### config.mk
export PLATFORM = sky130hd
export DESIGN_NAME = touchpad_motion_and_double_tap_flat
export DESIGN_NICKNAME = d
export VERILOG_FILES = /design/src/tpmd_pkg.sv /design/src/tpmd_if.sv /design/src/tpmd_cfg.sv /design/src/tpmd_scale.sv /design/src/touchpad_motion_and_double_tap.sv /design/src/flat_wrapper.sv
export SDC_FILE = /design/constraint.sdc
export NUM_CORES = 1
export LEC_CHECK = 0
export ABC_AREA = 1
export BUFFER_PORTS_ARGS = -buffer_cell sky130_fd_sc_hd__buf_2
export CORE_ASPECT_RATIO = 0.6
export CORE_UTILIZATION = 35
export DETAILED_ROUTE_END_ITERATION = 8
export PLACE_DENSITY = 0.58
export SLEW_MARGIN = 20
export SYNTH_ARGS = -nofsm -noshare
export SYNTH_HDL_FRONTEND = slang
export SYNTH_SLANG_ARGS = --single-unit
### constraint.sdc
create_clock -name clk_i -period 11.8 [get_ports clk_i]
set_input_delay 2.36 -clock clk_i [delete_from_list [all_inputs] [get_ports clk_i]]
set_output_delay 2.36 -clock clk_i [all_outputs]
set_load 0.05 [all_outputs]
### src/tpmd_pkg.sv
`timescale 1ns / 1ps

package tpmd_pkg;

  // Width of the scaled motion outputs and their saturation limits.
  localparam int unsigned MotionW = 17;
  localparam logic [MotionW-1:0] MotionPosMax = 17'h0FFFF;  // 65535
  localparam logic [MotionW-1:0] MotionNegMag = 17'h10000;  // magnitude of -65536

  // Configuration field widths.
  localparam int unsigned GainW    = 12;
  localparam int unsigned DeadW    = 8;
  localparam int unsigned MsW      = 16;
  localparam int unsigned TimeW    = 32;
  localparam int unsigned ApbDataW = 32;
  localparam int unsigned ApbAddrW = 4;

  // Fraction bits of the Q4.8 gain; rounding adds half of one output LSB.
  localparam int unsigned GainFracW = 8;

  // Register reset values.
  localparam logic [GainW-1:0] GainReset   = 12'd256;
  localparam logic [DeadW-1:0] DeadReset   = 8'd1;
  localparam logic [MsW-1:0]   TapMaxReset = 16'd180;
  localparam logic [MsW-1:0]   DblGapReset = 16'd300;

  // Register map, word index (byte address / 4).
  typedef enum logic [1:0] {
    REG_MOTION_GAIN   = 2'd0,
    REG_DEAD_ZONE     = 2'd1,
    REG_TAP_MAX_MS    = 2'd2,
    REG_DOUBLE_GAP_MS = 2'd3
  } tpmd_reg_e;

  // Configuration bundle passed from the register block to the datapath.
  typedef struct packed {
    logic [GainW-1:0] motion_gain;
    logic [DeadW-1:0] dead_zone;
    logic [MsW-1:0]   tap_max_ms;
    logic [MsW-1:0]   double_gap_ms;
  } tpmd_cfg_t;

endpackage

### src/tpmd_if.sv
`timescale 1ns / 1ps

// Sensor tick channel.
interface tpmd_in_if #(
  parameter int unsigned COORD_BITS = 12
);
  logic                  valid;
  logic                  ready;
  logic                  touch_valid;
  logic [COORD_BITS-1:0] touch_x;
  logic [COORD_BITS-1:0] touch_y;
  logic [31:0]           now_time;

  modport source (output valid, touch_valid, touch_x, touch_y, now_time, input ready);
  modport sink   (input valid, touch_valid, touch_x, touch_y, now_time, output ready);
endinterface

// Motion and click report channel.
interface tpmd_out_if;
  logic        valid;
  logic        ready;
  logic        move_valid;
  logic [16:0] move_dx;
  logic [16:0] move_dy;
  logic        left_click;

  modport source (output valid, move_valid, move_dx, move_dy, left_click, input ready);
  modport sink   (input valid, move_valid, move_dx, move_dy, left_click, output ready);
endinterface

### src/tpmd_cfg.sv
`timescale 1ns / 1ps

module tpmd_cfg import tpmd_pkg::*; (
  input  logic                clk_i,
  input  logic                rst_ni,
  input  logic                psel,
  input  logic                penable,
  input  logic                pwrite,
  input  logic [ApbAddrW-1:0] paddr,
  input  logic [ApbDataW-1:0] pwdata,
  output logic [ApbDataW-1:0] prdata,
  output logic                pready,
  output tpmd_cfg_t           cfg_o
);

  tpmd_cfg_t cfg_q, cfg_d;
  tpmd_reg_e reg_sel;
  logic      wr_en;

  assign reg_sel = tpmd_reg_e'(paddr[3:2]);
  assign wr_en   = psel & penable & pwrite;
  assign pready  = 1'b1;

  // Register write decode.
  always_comb begin
    cfg_d = cfg_q;
    if (wr_en) begin
      unique case (reg_sel)
        REG_MOTION_GAIN:   cfg_d.motion_gain   = pwdata[GainW-1:0];
        REG_DEAD_ZONE:     cfg_d.dead_zone     = pwdata[DeadW-1:0];
        REG_TAP_MAX_MS:    cfg_d.tap_max_ms    = pwdata[MsW-1:0];
        REG_DOUBLE_GAP_MS: cfg_d.double_gap_ms = pwdata[MsW-1:0];
        default:           cfg_d = cfg_q;
      endcase
    end
  end

  always_ff @(posedge clk_i or negedge rst_ni) begin
    if (!rst_ni) begin
      cfg_q.motion_gain   <= GainReset;
      cfg_q.dead_zone     <= DeadReset;
      cfg_q.tap_max_ms    <= TapMaxReset;
      cfg_q.double_gap_ms <= DblGapReset;
    end else begin
      cfg_q <= cfg_d;
    end
  end

  // Read back mux.
  always_comb begin
    prdata = '0;
    unique case (reg_sel)
      REG_MOTION_GAIN:   prdata = ApbDataW'(cfg_q.motion_gain);
      REG_DEAD_ZONE:     prdata = ApbDataW'(cfg_q.dead_zone);
      REG_TAP_MAX_MS:    prdata = ApbDataW'(cfg_q.tap_max_ms);
      REG_DOUBLE_GAP_MS: prdata = ApbDataW'(cfg_q.double_gap_ms);
      default:           prdata = '0;
    endcase
  end

  assign cfg_o = cfg_q;

endmodule

### src/tpmd_scale.sv
`timescale 1ns / 1ps

// Scales one signed coordinate delta by the Q4.8 gain, rounding half away
// from zero, and gives both the unsaturated magnitude and the saturated
// 17-bit signed result.
module tpmd_scale import tpmd_pkg::*; #(
  parameter int unsigned COORD_BITS = 12
) (
  input  logic signed [COORD_BITS:0]   raw_i,
  input  logic        [GainW-1:0]      gain_i,
  output logic        [COORD_BITS+4:0] mag_o,
  output logic        [MotionW-1:0]    value_o
);

  localparam int unsigned ProdW = COORD_BITS + GainW + 1;
  localparam int unsigned QW    = COORD_BITS + 5;
  localparam int unsigned CmpW  = (QW > MotionW + 1) ? QW : MotionW + 1;

  logic                  neg;
  logic [COORD_BITS:0]   raw_abs;
  logic [ProdW-1:0]      prod;
  logic [CmpW-1:0]       q_ext;
  logic [CmpW-1:0]       lim;
  logic [CmpW-1:0]       q_sat;

  assign neg     = raw_i[COORD_BITS];
  assign raw_abs = neg ? ((COORD_BITS+1)'(0) - raw_i) : raw_i;

  // Magnitude times gain plus one half, then drop the fraction.
  assign prod  = ProdW'(raw_abs[COORD_BITS-1:0]) * ProdW'(gain_i)
               + ProdW'(1 << (GainFracW - 1));
  assign mag_o = prod[ProdW-1:GainFracW];

  // Clamp to the 17-bit signed range; the negative side reaches one further.
  assign q_ext   = CmpW'(mag_o);
  assign lim     = neg ? CmpW'(MotionNegMag) : CmpW'(MotionPosMax);
  assign q_sat   = (q_ext > lim) ? lim : q_ext;
  assign value_o = neg ? (MotionW'(0) - q_sat[MotionW-1:0]) : q_sat[MotionW-1:0];

endmodule

### src/touchpad_motion_and_double_tap.sv
`timescale 1ns / 1ps

// Channel   Direction  Contents
// in_i      sink       touch_valid, touch_x, touch_y, now_time
// out_o     source     move_valid, move_dx, move_dy, left_click
// APB       slave      motion_gain, dead_zone, tap_max_ms, double_gap_ms
//
// Each request passes through the input register and then the result
// register. One request is accepted per cycle while the output is not
// stalled; the touch state is updated as a request moves from the input
// register into the result register. A stalled output holds both stages,
// and the input register still takes one more request while the result waits.
// Reset clears the touch state and returns the registers to their defaults.
module touchpad_motion_and_double_tap import tpmd_pkg::*; #(
  parameter int unsigned COORD_BITS = 12
) (
  input  logic                clk_i,
  input  logic                rst_ni,
  tpmd_in_if.sink             in_i,
  tpmd_out_if.source          out_o,
  input  logic                psel,
  input  logic                penable,
  input  logic                pwrite,
  input  logic [ApbAddrW-1:0] paddr,
  input  logic [ApbDataW-1:0] pwdata,
  output logic [ApbDataW-1:0] prdata,
  output logic                pready
);

  localparam int unsigned QW = COORD_BITS + 5;

  tpmd_cfg_t cfg;

  tpmd_cfg u_cfg (
    .clk_i   (clk_i),
    .rst_ni  (rst_ni),
    .psel    (psel),
    .penable (penable),
    .pwrite  (pwrite),
    .paddr   (paddr),
    .pwdata  (pwdata),
    .prdata  (prdata),
    .pready  (pready),
    .cfg_o   (cfg)
  );

  // Input register.
  logic                  in_vld_q;
  logic                  tv_q;
  logic [COORD_BITS-1:0] x_q, y_q;
  logic [TimeW-1:0]      t_q;
  logic                  in_take, advance;

  // Result register.
  logic               out_vld_q;
  logic               move_valid_q, move_valid_d;
  logic [MotionW-1:0] dx_q, dx_d, dy_q, dy_d;
  logic               click_q, click_d;

  // Touch state.
  logic                  touching_q, touching_d;
  logic [COORD_BITS-1:0] last_x_q, last_x_d, last_y_q, last_y_d;
  logic [TimeW-1:0]      start_q, start_d, tap_time_q, tap_time_d;
  logic                  pending_q, pending_d;

  assign advance    = in_vld_q & (~out_vld_q | out_o.ready);
  assign in_i.ready = ~in_vld_q | advance;
  assign in_take    = in_i.valid & in_i.ready;

  // Input stage handshake.
  always_ff @(posedge clk_i or negedge rst_ni) begin
    if (!rst_ni) begin
      in_vld_q <= 1'b0;
    end else if (in_take) begin
      in_vld_q <= 1'b1;
    end else if (advance) begin
      in_vld_q <= 1'b0;
    end
  end

  always_ff @(posedge clk_i) begin
    if (in_take) begin
      tv_q <= in_i.touch_valid;
      x_q  <= in_i.touch_x;
      y_q  <= in_i.touch_y;
      t_q  <= in_i.now_time;
    end
  end

  // Scaled deltas; y is negated so that up is positive.
  logic signed [COORD_BITS:0] raw_dx, raw_dy;
  logic [QW-1:0]              mag_dx, mag_dy;
  logic [MotionW-1:0]         val_dx, val_dy;
  logic [QW:0]                mag_sum;

  assign raw_dx = $signed({1'b0, x_q}) - $signed({1'b0, last_x_q});
  assign raw_dy = $signed({1'b0, last_y_q}) - $signed({1'b0, y_q});

  tpmd_scale #(.COORD_BITS(COORD_BITS)) u_scale_x (
    .raw_i   (raw_dx),
    .gain_i  (cfg.motion_gain),
    .mag_o   (mag_dx),
    .value_o (val_dx)
  );

  tpmd_scale #(.COORD_BITS(COORD_BITS)) u_scale_y (
    .raw_i   (raw_dy),
    .gain_i  (cfg.motion_gain),
    .mag_o   (mag_dy),
    .value_o (val_dy)
  );

  assign mag_sum = (QW+1)'(mag_dx) + (QW+1)'(mag_dy);

  // Touch tracking and tap decisions.
  logic [TimeW-1:0] held_ms, gap_ms, age_ms;

  assign held_ms = t_q - start_q;
  assign gap_ms  = t_q - tap_time_q;

  always_comb begin
    touching_d   = touching_q;
    last_x_d     = last_x_q;
    last_y_d     = last_y_q;
    start_d      = start_q;
    tap_time_d   = tap_time_q;
    pending_d    = pending_q;
    move_valid_d = 1'b0;
    dx_d         = '0;
    dy_d         = '0;
    click_d      = 1'b0;
    age_ms       = gap_ms;
    if (tv_q && !touching_q) begin
      // Touch-down: latch position and time.
      touching_d = 1'b1;
      last_x_d   = x_q;
      last_y_d   = y_q;
      start_d    = t_q;
    end else if (tv_q) begin
      // Held: report a move once the dead zone is reached.
      if (mag_sum >= (QW+1)'(cfg.dead_zone)) begin
        move_valid_d = 1'b1;
        dx_d         = val_dx;
        dy_d         = val_dy;
        last_x_d     = x_q;
        last_y_d     = y_q;
      end
    end else begin
      // Release: a short touch is a tap, a second close tap is a click.
      if (touching_q) begin
        touching_d = 1'b0;
        if (held_ms <= TimeW'(cfg.tap_max_ms)) begin
          if (pending_q && (gap_ms <= TimeW'(cfg.double_gap_ms))) begin
            click_d   = 1'b1;
            pending_d = 1'b0;
          end else begin
            pending_d  = 1'b1;
            tap_time_d = t_q;
            age_ms     = '0;
          end
        end
      end
      // Release or idle: an old pending tap expires.
      if (pending_d && (age_ms > TimeW'(cfg.double_gap_ms))) begin
        pending_d = 1'b0;
      end
    end
  end

  always_ff @(posedge clk_i or negedge rst_ni) begin
    if (!rst_ni) begin
      touching_q <= 1'b0;
      last_x_q   <= '0;
      last_y_q   <= '0;
      start_q    <= '0;
      tap_time_q <= '0;
      pending_q  <= 1'b0;
    end else if (advance) begin
      touching_q <= touching_d;
      last_x_q   <= last_x_d;
      last_y_q   <= last_y_d;
      start_q    <= start_d;
      tap_time_q <= tap_time_d;
      pending_q  <= pending_d;
    end
  end

  // Result stage handshake.
  always_ff @(posedge clk_i or negedge rst_ni) begin
    if (!rst_ni) begin
      out_vld_q <= 1'b0;
    end else if (advance) begin
      out_vld_q <= 1'b1;
    end else if (out_o.ready) begin
      out_vld_q <= 1'b0;
    end
  end

  always_ff @(posedge clk_i) begin
    if (advance) begin
      move_valid_q <= move_valid_d;
      dx_q         <= dx_d;
      dy_q         <= dy_d;
      click_q      <= click_d;
    end
  end

  assign out_o.valid      = out_vld_q;
  assign out_o.move_valid = move_valid_q;
  assign out_o.move_dx    = dx_q;
  assign out_o.move_dy    = dy_q;
  assign out_o.left_click = click_q;

endmodule

### src/flat_wrapper.sv
// flat-port wrapper written by rule: the top's interface ports become plain ports
module touchpad_motion_and_double_tap_flat import tpmd_pkg::*;
#(
  parameter int unsigned COORD_BITS = 12
)
  (clk_i, rst_ni, psel, penable, pwrite, paddr, pwdata, prdata, pready, in_i_valid, in_i_touch_valid, in_i_touch_x, in_i_touch_y, in_i_now_time, in_i_ready, out_o_valid, out_o_move_valid, out_o_move_dx, out_o_move_dy, out_o_left_click, out_o_ready);
  tpmd_in_if #(.COORD_BITS(COORD_BITS)) in_i_i ();
  tpmd_out_if out_o_i ();
  input  logic clk_i;
  input  logic rst_ni;
  input  logic psel;
  input  logic penable;
  input  logic pwrite;
  input  logic [ApbAddrW-1:0] paddr;
  input  logic [ApbDataW-1:0] pwdata;
  output logic [ApbDataW-1:0] prdata;
  output logic pready;
  input wire logic [$bits(in_i_i.valid)-1:0] in_i_valid;
  input wire logic [$bits(in_i_i.touch_valid)-1:0] in_i_touch_valid;
  input wire logic [$bits(in_i_i.touch_x)-1:0] in_i_touch_x;
  input wire logic [$bits(in_i_i.touch_y)-1:0] in_i_touch_y;
  input wire logic [$bits(in_i_i.now_time)-1:0] in_i_now_time;
  output wire logic [$bits(in_i_i.ready)-1:0] in_i_ready;
  output wire logic [$bits(out_o_i.valid)-1:0] out_o_valid;
  output wire logic [$bits(out_o_i.move_valid)-1:0] out_o_move_valid;
  output wire logic [$bits(out_o_i.move_dx)-1:0] out_o_move_dx;
  output wire logic [$bits(out_o_i.move_dy)-1:0] out_o_move_dy;
  output wire logic [$bits(out_o_i.left_click)-1:0] out_o_left_click;
  input wire logic [$bits(out_o_i.ready)-1:0] out_o_ready;
  assign in_i_i.valid = in_i_valid;
  assign in_i_i.touch_valid = in_i_touch_valid;
  assign in_i_i.touch_x = in_i_touch_x;
  assign in_i_i.touch_y = in_i_touch_y;
  assign in_i_i.now_time = in_i_now_time;
  assign in_i_ready = in_i_i.ready;
  assign out_o_valid = out_o_i.valid;
  assign out_o_move_valid = out_o_i.move_valid;
  assign out_o_move_dx = out_o_i.move_dx;
  assign out_o_move_dy = out_o_i.move_dy;
  assign out_o_left_click = out_o_i.left_click;
  assign out_o_i.ready = out_o_ready;
  touchpad_motion_and_double_tap #(.COORD_BITS(COORD_BITS)) u_core (.clk_i(clk_i), .rst_ni(rst_ni), .in_i(in_i_i), .out_o(out_o_i), .psel(psel), .penable(penable), .pwrite(pwrite), .paddr(paddr), .pwdata(pwdata), .prdata(prdata), .pready(pready));
endmodule
# After elaboration in Yosys (flattened, before gate mapping)

Index checks and enable logic that the tools add are counted.

Eq/ne operators: 4
Magnitude comparators: 6
Add/sub/neg operators: 11
Muxes and demuxes: 34
Multipliers: 2
Bitwise logic cells: 14
Reduce and logical (&&, ||, !) cells: 21

Operators with widths:

| operator                                          | count |
|---|---|
| two-way mux 32 bit                                | 5 |
| one-hot mux 32 bit (4 select lines)               | 1 |
| two-way mux 17 bit                                | 6 |
| two-way mux 12 bit                                | 8 |
| less-or-equal comparator 32 x 16 -> 1 bit         | 2 |
| subtractor 32 bit                                 | 2 |
| adder 24 x 8 -> 25 bit, second input constant     | 2 |
| multiplier 12 x 12 -> 24 bit                      | 2 |
| greater-than comparator 17 bit                    | 2 |
| subtractor 1 x 17 -> 17 bit, first input constant | 2 |
| greater-than comparator 32 x 16 -> 1 bit          | 1 |
| subtractor 12 x 12 -> 13 bit                      | 2 |
| subtractor 1 x 12 -> 12 bit, first input constant | 2 |
| adder 17 x 17 -> 18 bit                           | 1 |
| >= comparator 18 x 8 -> 1 bit                     | 1 |
| two-way mux 1 bit                                 | 14 |
| AND reduction 2 bit                               | 6 |
| NOT 1 bit                                         | 8 |
| nonzero test 2 bit                                | 4 |
| AND reduction 3 bit                               | 2 |
| AND reduction 6 bit                               | 1 |
| bitwise AND 1 bit                                 | 4 |
| == test 2 bit, second input constant              | 2 |
| OR reduction 4 bit                                | 1 |
| other kinds (8)                                   | 11 |

Bits in registers: 237
Word-level logic and storage cells: 112
Bits of input ports: 100
Output and inout port bits: 71

# Logic depth before layout (Yosys ltp)

Gate-level depths: netlist of the first run.

Depth after elaboration: 11
Mapped depth: 56
Depth with buffers taken out: 55

# Cells and area by module

Synthesis of the first run repeated with hierarchy kept, for this count alone.

Cell total of the unflattened synthesis: 4,484
Area, all modules: 30,959.7 sq um

Modules (own cells, without submodules):

| module                         | cells each | instances | area an instance (sq um) | seq. area each (sq um) |
|---|---|---|---|---|
| touchpad_motion_and_double_tap | 2,268      | 1         | 15,538.7                 | 5,094.9 |
| tpmd_scale (u_core.u_scale_x)  | 953        | 1         | 6,456.2                  | 0.0 |
| tpmd_scale (u_core.u_scale_y)  | 935        | 1         | 6,407.4                  | 0.0 |
| tpmd_cfg                       | 328        | 1         | 2,557.5                  | 1,313.8 |

# Worst setup path after synthesis of the first run

No wires, ideal clock.

Path kind: flip-flop to flip-flop
From: register u_core.y_q[0]
To: register u_core.dy_q[16], in the netlist u_core.out_o.move_dy[16] (data pin)
Arrival: 8,462 ps
Required time: 11,543 ps
Setup time: 257 ps
Clock period less this slack: 8,719 ps
Path slack: 3,081 ps
Path buffers: 2
Cell stages (with the launch flop): 49
Path through: edfxtp_1 -> ha_1 -> fa_1 -> o21ai_1 -> a21boi_1 -> o21ai_1 -> xor2_1 -> inv_1 -> nand4_1 -> nand2_1 -> or2_1 -> nand2_1 -> inv_2 -> nand2_1 -> fa_1 -> fa_1 -> inv_1 -> fa_1 -> (+13 left out) -> nand2_1 -> nor2_1 -> and2_1 -> nand4_1 -> nand3_1 -> nand3_1 -> buf_2 -> buf_2 -> nand2_1 -> inv_1 -> ha_1 -> nand2_1 -> nor2_1 -> nand3_1 -> nand2_1 -> nand3_1 -> nand2_1 -> nor2_1

Cells in the longest elaborated chain, start to end: 9
Elaborated cells on any way between the ends: 14
Classes of those cells: add/sub (5); mul (1); order compare (2); mux (4); bitwise (1); reduce/logical (1)

Ends and longest elaborated chain:

| item                                                                             | line                                                    | text |
|---|---|---|
| start: declaration                                                               | touchpad_motion_and_double_tap.sv:50                    | `logic [COORD_BITS-1:0] x_q, y_q;` |
| start signal: assignment                                                         | touchpad_motion_and_double_tap.sv:85                    | `y_q <= in_i.touch_y;` |
| subtractor 12 x 12 -> 13 bit (*)                                                 | touchpad_motion_and_double_tap.sv:97                    | `assign raw_dy = $signed({1'b0, last_y_q}) - $signed({1'b0, y_q});` |
| subtractor 1 x 12 -> 12 bit                                                      | tpmd_scale.sv:27                                        | `assign raw_abs = neg ? ((COORD_BITS+1)'(0) - raw_i) : raw_i;` |
| two-way mux 12 bit                                                               | tpmd_scale.sv:27                                        |  |
| multiplier 12 x 12 -> 24 bit                                                     | tpmd_scale.sv:30                                        | `assign prod = ProdW'(raw_abs[COORD_BITS-1:0]) * ProdW'(gain_i)` |
| adder 24 x 8 -> 25 bit                                                           | tpmd_scale.sv:31                                        | `+ ProdW'(1 << (GainFracW - 1));` |
| greater-than comparator 17 bit / adder 17 x 17 -> 18 bit (equally long branches) | tpmd_scale.sv:37, touchpad_motion_and_double_tap.sv:113 |  |
| two-way mux 17 bit / >= comparator 18 x 8 -> 1 bit (equally long branches)       | tpmd_scale.sv:37, touchpad_motion_and_double_tap.sv:141 |  |
| subtractor 1 x 17 -> 17 bit / NOT 1 bit (equally long branches)                  | -                                                       |  |
| two-way mux 17 bit / OR reduction 3 bit (equally long branches)                  | -                                                       |  |
| end signal: assignment                                                           | touchpad_motion_and_double_tap.sv:203                   | `dy_q <= dy_d;` |
| end: declaration                                                                 | touchpad_motion_and_double_tap.sv:57                    | `logic [MotionW-1:0] dx_q, dx_d, dy_q, dy_d;` |

Every way passes the cells marked *; elsewhere a longest branch is shown, timed or not.
A chain may end at the register's enable or synchronous reset.

# Worst setup path in the final report of the first run

From: register u_core.y_q[0]
To: register u_core.last_y_q[9]

Cells in the longest elaborated chain, start to end: 9

Ends and longest elaborated chain:

| item                              | line                                  | text |
|---|---|---|
| subtractor 12 x 12 -> 13 bit (*)  | touchpad_motion_and_double_tap.sv:97  |  |
| subtractor 1 x 12 -> 12 bit       | tpmd_scale.sv:27                      |  |
| two-way mux 12 bit (*)            | tpmd_scale.sv:27                      |  |
| multiplier 12 x 12 -> 24 bit (*)  | tpmd_scale.sv:30                      |  |
| adder 24 x 8 -> 25 bit (*)        | tpmd_scale.sv:31                      |  |
| adder 17 x 17 -> 18 bit (*)       | touchpad_motion_and_double_tap.sv:113 | `assign mag_sum = (QW+1)'(mag_dx) + (QW+1)'(mag_dy);` |
| >= comparator 18 x 8 -> 1 bit (*) | touchpad_motion_and_double_tap.sv:141 | `if (mag_sum >= (QW+1)'(cfg.dead_zone)) begin` |
| nonzero test 2 bit (no line) (*)  | -                                     |  |
| AND reduction 3 bit (no line) (*) | -                                     |  |
| end signal: assignment            | touchpad_motion_and_double_tap.sv:181 | `last_y_q <= last_y_d;` |
| end: declaration                  | touchpad_motion_and_double_tap.sv:62  | `logic [COORD_BITS-1:0] last_x_q, last_x_d, last_y_q, last_y_d;` |

Marked as above.

==> impl_metrics.ini, run 1 <==
[status]
status = finished, final reports clean

[worst_setup_path]
critPathLaunch = u_core.y_q[0]
worst-setup-path-type = reg2reg
cp-start-kind = register
end_kind = register
cpPeakStageDelay_ns = 0.59
slowest_stage = fa_1
cp.required_ns = 12.25
critical_path.max_fanout = 37
r2r-start = u_core.y_q[0]
crit_arrival_ns = 11.41

[routing]
detail_route.wl_per_cell_um = 17.95
drt_iter0_markers = 2886
vias_per_cell = 4.990
detail-route-antenna-nets = 0
num_vias = 27662
post-route-drc-count = 0
routed_wl_um = 99490
firstDrtPassIters = 6

[yosys]
synth_ff_type = dfrtp_1
syn-instance-count = 4285
synth.area.top_cells = nand2_1 (15%), ha_1 (14%), fa_1 (14%)
synth.distinct_cells = 58
synth.most_common_cell = nand2_1
synth_top_cell_by_area = nand2_1
async_flop_share = 0.6076
synth_top_area_frac = 0.1486
synth_common_cells = nand2_1 (1,188), inv_1 (830), nor2_1 (412)
synth-edff-count = 93
ys_ff_latch = 237
synth.cell_area_sq_um = 30000
ys_seq_area_frac = 0.2136
ys_warn_count = 0
syn_area_per_cell_sq_um = 7.001

[cts]
postCtsSetupRepairBufs = 0
htreeDepth = 1
cts_hold_buf = 0
clk_pin_slew_ns = 0.06
root_buffer = clkbuf_16
clock_latency_ns = 0.61
cts_buffer_depth = 3
cts_buffers = 26
cts_tree = built
cts_sinks = 237
postCtsResizedCells = 0

[placed_design]
port_buffers = 135
detailed_place_hpwl_um = 83190
place_area_sq_um = 31840
gp_congestion = 0.9747

[run]
drv_cap = 0

[global_route]
met3_usage = 0.08842
track_usage = 0.2265
first_global_vias = 24835
gr-total-overflow = 0
antenna_found_initial = 3
busiest_layer = met1
met1_usage = 0.3847
grtUsageMet2 = 0.2538
grt_max_degree = 86
grt_pass1_wl_um = 151400

[sta]
drv_slew = 0
max_freq_ghz = 0.09122
fin_crit_ns = 10.96
period_share = 0.9290
fin_hold_ws_ns = 0.4722
grt_setup_unrepaired = no
finalHoldViolations = 0
setup_viol = 0
fin_skew_ns = 0.03815
slew_headroom = 0.2854
setup_tns_ns = 0
worstMarginPinSlew_ns = 1.069

[cells_and_area]
multiInputGateArea_sq_um = 19970
final_nets = 5030
fill_cells = 9071
seq_area_sq_um = 6409
postLayoutCellArea_sq_um = 32770
area_growth_pct = 9.247
drive_gt1_frac = 0.06488

[floorplanning]
start_util = 0.3566
die_w_um = 380.0
die-area_sq_um = 86920
die_h_um = 228.8
row_count = 82
coreArea_sq_um = 84130
ios = 171

[worst_hold_path]
hold_path.class = reg2reg
worstHoldStart = u_core.tap_time_q[22]
[metal layers]
metal | wire length (um) | vias to the layer above | part of all wire
met3 | 13620 | 69 | 0.14
met1 | 53130 | 12831 | 0.53
met2 | 31620 | 1153 | 0.32
met4 | 1111 | 2 | 0.011
met5 | 13 | - | 0.00013
li1 | - | 13607 | -
[flip-flops by register name, summed over array words and instances (netlist names), 12 cells and up]
signal,count
u_core.last_x_q,12
u_core.last_y_q,12
u_core.out_o.move_dx,17
u_core.out_o.move_dy,17
u_core.start_q,32
u_core.t_q,32
u_core.tap_time_q,32
u_core.u_cfg.cfg_o,52
u_core.x_q,12
u_core.y_q,12
[layout by cell type, fill, tap and decap left out, types with 5 or more instances in the layout]
master and n:
buf_2 134, and2_1 5, fa_1 207, dfrtp_1 134, nor2_2 26, inv_2 16, dfstp_2 10, clkbuf_16 28
o21a_1 5, nor3_2 5, buf_4 25, and3_1 7, xnor2_1 14, nor2_1 411, nand3_2 5, nand2_2 11
a21o_1 12, nand3_1 213, a21oi_1 231, o22ai_1 5, nand2_1 1187, edfxtp_1 93, inv_1 829, nor4_1 6
clkinv_2 5, conb_1 17, ha_1 335, a21boi_0 5, nand4_1 82, o21ai_0 174, nor3_1 27, xor2_1 65
o21ai_1 5, o21bai_1 9, nand3b_1 10, o221ai_1 6
[worst max-delay path: cells and delay by family, from the launching register on]
family | cells | cell delay [ns]
xor+xnor | 3 | 1.07
fa+ha+maj | 10 | 4.33
simple gates | 15 | 2.74
compound gates | 9 | 1.73
buf+inv | 7 | 0.52
flops | 1 | 0.42
[worst paths after layout]
| check | end | slack, ns | depth (start not counted) |
|---|---|---|---|
| hold reg to reg | u_core.tap_time_q[22] | 0.47 | 2 |
| hold / removal | u_core.tap_time_q[22] | 0.47 | 2 |
| setup reg to reg | u_core.last_y_q[9] | 0.84 | 44 |
| setup / recovery | u_core.last_y_q[9] | 0.84 | 44 |
| max in group asynchronous | u_core.last_y_q[7] | 8.52 | 2 |
| min in group asynchronous | u_core.tap_time_q[29] | 1.82 | 1 |
[cells by family after synthesis]
logic type / Yosys count / share of synthesized area
and+or+nand+nor: 2007 / 0.2780
buffers and inverters: 946 / 0.1228
adders and majority gates: 542 / 0.2779
AOI/OAI and AO/OA: 471 / 0.08396
DFF: 237 / 0.2136
xor gates and xnor gates: 79 / 0.02306
other: 2 / 0.0002503
muxes: 1 / 0.0003753
[per-stage QoR]
step,utilization,std cells,worst slack [ns]
final,0.3895,5543,0.8379
after global routing,0.3895,5542,0.2037
after CTS,0.3895,5542,0.9287
after detailed placement,0.3785,5494,0.9581
after global placement,0.3785,5494,0.9789
after floorplan,-,4300,3.081
[cell type report]
class,count,area share
well taps,1134,0.04329
repair buffers,160,0.02653
clock inverters,15,0.005994
clock buffers,33,0.02226
diodes,1,0.00007636
inverters,846,0.09690
flip-flops and latches,237,0.1955
multi-input cells,3117,0.6094
Power of run 1 is not shown: default switching activity piles up to over one toggle a cycle in this logic, so the estimate is an artifact.
==> run 2: changes to the inputs <==
--- a/config.mk
+++ b/config.mk
@@ -5,7 +5,6 @@
 export SDC_FILE = /design/constraint.sdc
 export NUM_CORES = 1
 export LEC_CHECK = 0
-export ABC_AREA = 1
 export BUFFER_PORTS_ARGS = -buffer_cell sky130_fd_sc_hd__buf_2
 export CORE_ASPECT_RATIO = 0.6
 export CORE_UTILIZATION = 35
@@ -14,4 +13,5 @@
 export SLEW_MARGIN = 20
 export SYNTH_ARGS = -nofsm -noshare
 export SYNTH_HDL_FRONTEND = slang
+export SYNTH_HIERARCHICAL = 1
 export SYNTH_SLANG_ARGS = --single-unit
==> run 2 against run 1 <==
Final cell count down 17%. Fmax down 2.3%. Area after synthesis fell by 0.59%. Setup slack worse by 0.26 ns. Non-clock buffer count up 128. Critical path type unchanged.
==> impl_metrics.ini, run 2 <==
[status]
status = finished, final reports clean

[yosys]
synth_simple_gate_area_frac = 0.1701
synth_xor_area_frac = 0.03260
ys_warn_count = 6
synth_common_cells = inv_1 (427), ha_1 (335), nand2_1 (238)
muxShareOfSynthArea = 0.07624
async_flop_share = 0.6076
synth.distinct_cells = 131
synth_fa_ha_area_frac = 0.2795
synth_compound_area_frac = 0.1459
synth_top_area_frac = 0.1406
ys_seq_area_frac = 0.2149
ys_ff_latch = 237
syn-instance-count = 3237
syn_area_per_cell_sq_um = 9.213
synth.most_common_cell = inv_1
synth.cell_area_sq_um = 29820
synth-edff-count = 93
synth.area.top_cells = ha_1 (14%), fa_1 (14%), dfrtp_1 (11%)
synth_top_cell_by_area = ha_1
synth_ff_type = dfrtp_1
synth_top_family_by_area = adder cells

[worst_hold_path]
worstHoldStart = u_core/last_x_q[4]
hold_path.class = reg2reg

[floorplanning]
die-area_sq_um = 86410
die_h_um = 228.1
start_util = 0.3553
ios = 171
row_count = 82
die_w_um = 378.8
coreArea_sq_um = 83930

[routing]
topRoutingLayerUsed = met5
met2WireLength_um = 31280
detail-route-antenna-nets = 0
vias_per_cell = 5.233
firstDrtPassIters = 6
wl_met1_um = 46840
detail_route.wl_per_cell_um = 19.09
route.met3.wl_um = 8427
num_vias = 24035
drt_iter0_markers = 1898
routed_wl_um = 87660
post-route-drc-count = 0

[cts]
root_buffer = clkbuf_16
cts_sinks = 237
cts_buffers = 30
cts_hold_buf = 0
cts_buffer_depth = 3
clock_latency_ns = 0.63
htreeDepth = 1
cts_tree = built
clk_pin_slew_ns = 0.06

[cells_and_area]
final_nets = 4068
utilization = 0.4013
area_growth_pct = 12.94
layout_common_cells = inv_1 (427), ha_1 (335), nand2_1 (238)
drive_gt1_frac = 0.1687
largest_register_ffs = 52
mostFrequentLayoutCell = inv_1

[global_route]
grt_pass1_wl_um = 136100
antenna_found_initial = 13
first_global_vias = 22851
gr-total-overflow = 0
grt_max_degree = 75
track_usage = 0.2009

[sta]
fin_skew_ns = 0.04220
finalHoldViolations = 0
period_share = 0.9510
max_freq_ghz = 0.08912
slew_headroom = 0.2400
drv_slew = 0
setup_viol = 0
fin_crit_ns = 11.22
worstMarginPinSlew_ns = 1.140

[worst_setup_path]
cp-start-kind = register
worst-setup-path-type = reg2reg
slowest_stage = fa_1
critPathLaunch = u_core/x_q[0]
worst_path_most_repeated_cell = fa_1
end_kind = register
r2r-start = u_core/x_q[0]
critical_path.max_fanout = 8
cp.required_ns = 12.15
crit_arrival_ns = 11.58
cpPeakStageDelay_ns = 0.55

[placed_design]
port_buffers = 135
gp_congestion = 0.9771
detailed_place_hpwl_um = 71320

[run]
drv_cap = 0
[run 2: changes by cell type after synthesis, sizes merged, moves of 35 or more]
cell and delta:
xnor2 +55, a21oi -64, nand4 -35, and2 +143, mux2 +147, a211oi +47, o21ai -45, nor2b +109
inv -418, nand2 -959, nand3 -185, nand2b +51, nor2 -273, a21o +45
[run 2: worst paths after layout]
check	endpoint	slack, ns	depth (start not counted)
setup / recovery	u_core/out_o.move_dx[10]	0.58	48
hold / removal	u_core/last_x_q[4]	0.49	1
hold reg to reg	u_core/last_x_q[4]	0.49	1
setup reg to reg	u_core/out_o.move_dx[10]	0.58	48
max in group asynchronous	u_core/u_cfg/cfg_o[42]	8.58	2
min in group asynchronous	u_core/start_q[6]	1.75	1
[run 2: cell families after synthesis]
kind of cell	count (synthesis)
AOI/OAI and AO/OA	635
xor gates and xnor gates	111
adders and majority gates	542
buffers and inverters	574
DFF	237
muxes	179
other	2
and+or+nand+nor	957
[run 2: metrics by stage]
step	instance area (sq um)	worst slack (ns)	cells	hold slack, ns	setup TNS (ns)
after floorplan	29880	0.05066	3252	0.4538	0
after global placement	32340	0.3005	4517	0.4697	0
after detailed placement	32350	0.2338	4517	0.4796	0
after CTS	33390	0.1440	4573	0.4899	0
after global routing	33660	-0.03034	4584	0.5132	-0.05675
final	33680	0.5788	4593	0.4931	0
[run 2: layout make-up]
cell class	count	area (sq um)
fillers	8548	50250
multi-input cells	2442	21310
inverters	427	1603
clock buffers	34	765.7
flip-flops and latches	237	6410
repair buffers	288	1881
well taps	1134	1419
clock inverters	22	270.3
diodes	9	22.52
[run 2: worst max-delay path: cells and delay by family (launching register included)]
kind / cells / cell delay [ns]
simple gates: 9 / 1.44
xor+xnor: 2 / 0.69
flops: 1 / 0.42
buf+inv: 9 / 1.16
compound gates: 18 / 3.37
fa+ha+maj: 10 / 3.85
[run 2: metal layers]
| layer | track usage | vias up |
|---|---|---|
| met5 | 0 | - |
| met1 | 0.3365 | 11704 |
| li1 | - | 11484 |
| met2 | 0.2482 | 764 |
| met4 | 0.02268 | 12 |
| met3 | 0.05730 | 71 |
[run 2: timing repair]
item,in CTS,in global routing
endpoints found under the setup margin,0,59
hold endpoints to repair,0,0
setup buffers,0,10
gates resized for setup,0,39
Power of run 2 is left out for the same reason.
==> run 3: changes to the inputs <==
--- a/config.mk
+++ b/config.mk
@@ -9,6 +9,7 @@
 export CORE_ASPECT_RATIO = 0.6
 export CORE_UTILIZATION = 35
 export DETAILED_ROUTE_END_ITERATION = 8
+export MAX_ROUTING_LAYER = met4
 export PLACE_DENSITY = 0.58
 export SLEW_MARGIN = 20
 export SYNTH_ARGS = -nofsm -noshare
==> constraint.sdc (replaced) <==
create_clock -name clk_i -period 11.3 [get_ports clk_i]
set_input_delay 2.26 -clock clk_i [delete_from_list [all_inputs] [get_ports clk_i]]
set_output_delay 2.26 -clock clk_i [all_outputs]
set_load 0.05 [all_outputs]
==> run 3 against run 2 <==
Register-to-register slack got worse by 0.09 ns. Hold slack worse by 0.0072 ns. Core utilization grew 1.0 points. Cell area increased by 2.5%. Via count is 2.2% higher. Critical path depth shrank 1. Fmax up 3.8%. Sequential cell count stayed put. Setup slack lost 0.091 ns. Global-route usage is 0.46 points higher. Critical path type unchanged.
==> impl_metrics.ini, run 3 (synthesis gave the netlist of run 2 again) <==
[status]
status = finished, final reports clean

[routing]
num_vias = 24556
drt_iter0_markers = 2101
post-route-drc-count = 0
vias_per_cell = 5.225
routed_wl_um = 87480
detail_route.wl_per_cell_um = 18.61
detail-route-antenna-nets = 0
firstDrtPassIters = 7

[floorplanning]
die_w_um = 378.8
die_h_um = 228.1
die-area_sq_um = 86410
start_util = 0.3553
ios = 171
row_count = 82
coreArea_sq_um = 83930

[worst_setup_path]
crit_arrival_ns = 11.29
r2r-start = u_core/y_q[0]
cpPeakStageDelay_ns = 0.55
end_kind = register
cp-start-kind = register
worst_path_most_repeated_cell = buf_4
cp.required_ns = 11.78
critical_path.max_fanout = 12
slowest_stage = fa_1
worst-setup-path-type = reg2reg
critPathLaunch = u_core/y_q[0]
rr_worst_depth = 47

[sta]
max_freq_ghz = 0.09249
drv_slew = 0
worstMarginPinSlew_ns = 0.9580
fin_crit_ns = 10.81
period_share = 0.9568
slew_headroom = 0.3613
setup_viol = 0
setup_tns_ns = 0
finalHoldViolations = 0
fin_skew_ns = 0.01450

[cells_and_area]
area_growth_pct = 15.78
mostFrequentLayoutCell = inv_1
largest_register_ffs = 52
fill_cells = 8450
final_nets = 4172
drive_gt1_frac = 0.2001
postLayoutCellArea_sq_um = 34530
layout_common_cells = inv_1 (421), ha_1 (331), buf_4 (250)

[global_route]
first_global_vias = 23036
grt_max_degree = 79
antenna_found_initial = 22
track_usage = 0.2055
gr-total-overflow = 0
grt_pass1_wl_um = 134900

[cts]
cts_tree = built
cts_hold_buf = 0
root_buffer = clkbuf_16
clk_pin_slew_ns = 0.07
cts_buffer_depth = 3
htreeDepth = 1
cts_sinks = 237
cts_buffers = 29
clock_latency_ns = 0.60

[placed_design]
gp_congestion = 0.9787
place_area_sq_um = 33050
port_buffers = 135
detailed_place_hpwl_um = 70810

[worst_hold_path]
hold_path.class = reg2reg
worstHoldStart = u_core/last_x_q[4]
whs_path_depth = 1

[run]
drv_cap = 0
-- run 3: path summary, 6_finish.rpt --
| kind | end | slack (ns) |
|---|---|---|
| max in group asynchronous | u_core/u_cfg/cfg_o[11] | 8.19 |
| min in group asynchronous | u_core/in_vld_q | 1.72 |
| worst min register to register | u_core/last_x_q[4] | 0.49 |
| worst min-delay path | u_core/last_x_q[4] | 0.49 |
| worst max register to register | u_core/last_x_q[4] | 0.49 |
| worst max-delay path | u_core/last_x_q[4] | 0.49 |
-- run 3: layout make-up --
class | count | area [sq um] | share of cell area
inverters | 427 | 1603 | 0.04642
well taps | 1134 | 1419 | 0.04110
clock buffers | 35 | 792.0 | 0.02294
repair buffers | 393 | 2711 | 0.07853
multi-input cells | 2442 | 21370 | 0.6189
flip-flops and latches | 237 | 6409 | 0.1856
clock inverters | 19 | 192.7 | 0.005581
diodes | 13 | 32.53 | 0.0009422
-- run 3: stage by stage --
stage            util  cells  hold slack (ns)  worst slack (ns)
5_1_grt        0.4113   4697           0.5195           -0.1438
4_1_cts        0.4062   4664           0.4900           0.02604
2_1_floorplan       -   3252           0.4538           0.09543
6_report       0.4114   4700           0.4859            0.4881
3_3_place_gp   0.3938   4610           0.4679          0.005040
3_5_place_dp   0.3938   4610           0.4751          -0.08523
-- run 3: routing by layer --
metal / GRT usage / part of all wire / vias up
met5: - / 0 / -
met4: 0.02999 / 0.015 / 0
met3: 0.05375 / 0.095 / 67
met2: 0.2419 / 0.35 / 790
met1: 0.3370 / 0.54 / 11955
li1: - / - / 11744
-- run 3: timing repair --
item	CTS	global route
gates resized for setup	11	64
setup buffers	0	21
gates cloned	0	2
pin swaps	1	28
endpoints found under the setup margin	56	59
-- run 3: worst max-delay path: cells and delay by family (launching register included) --
kind | cells | cell delay [ns]
buffers and inverters | 11 | 1.55
AOI/OAI and AO/OA | 17 | 3.40
muxes | 1 | 0.31
and+or+nand+nor | 7 | 1.18
xor gates and xnor gates | 2 | 0.20
DFF | 1 | 0.40
adders and majority gates | 9 | 3.63
Power of run 3 is left out for the same reason.
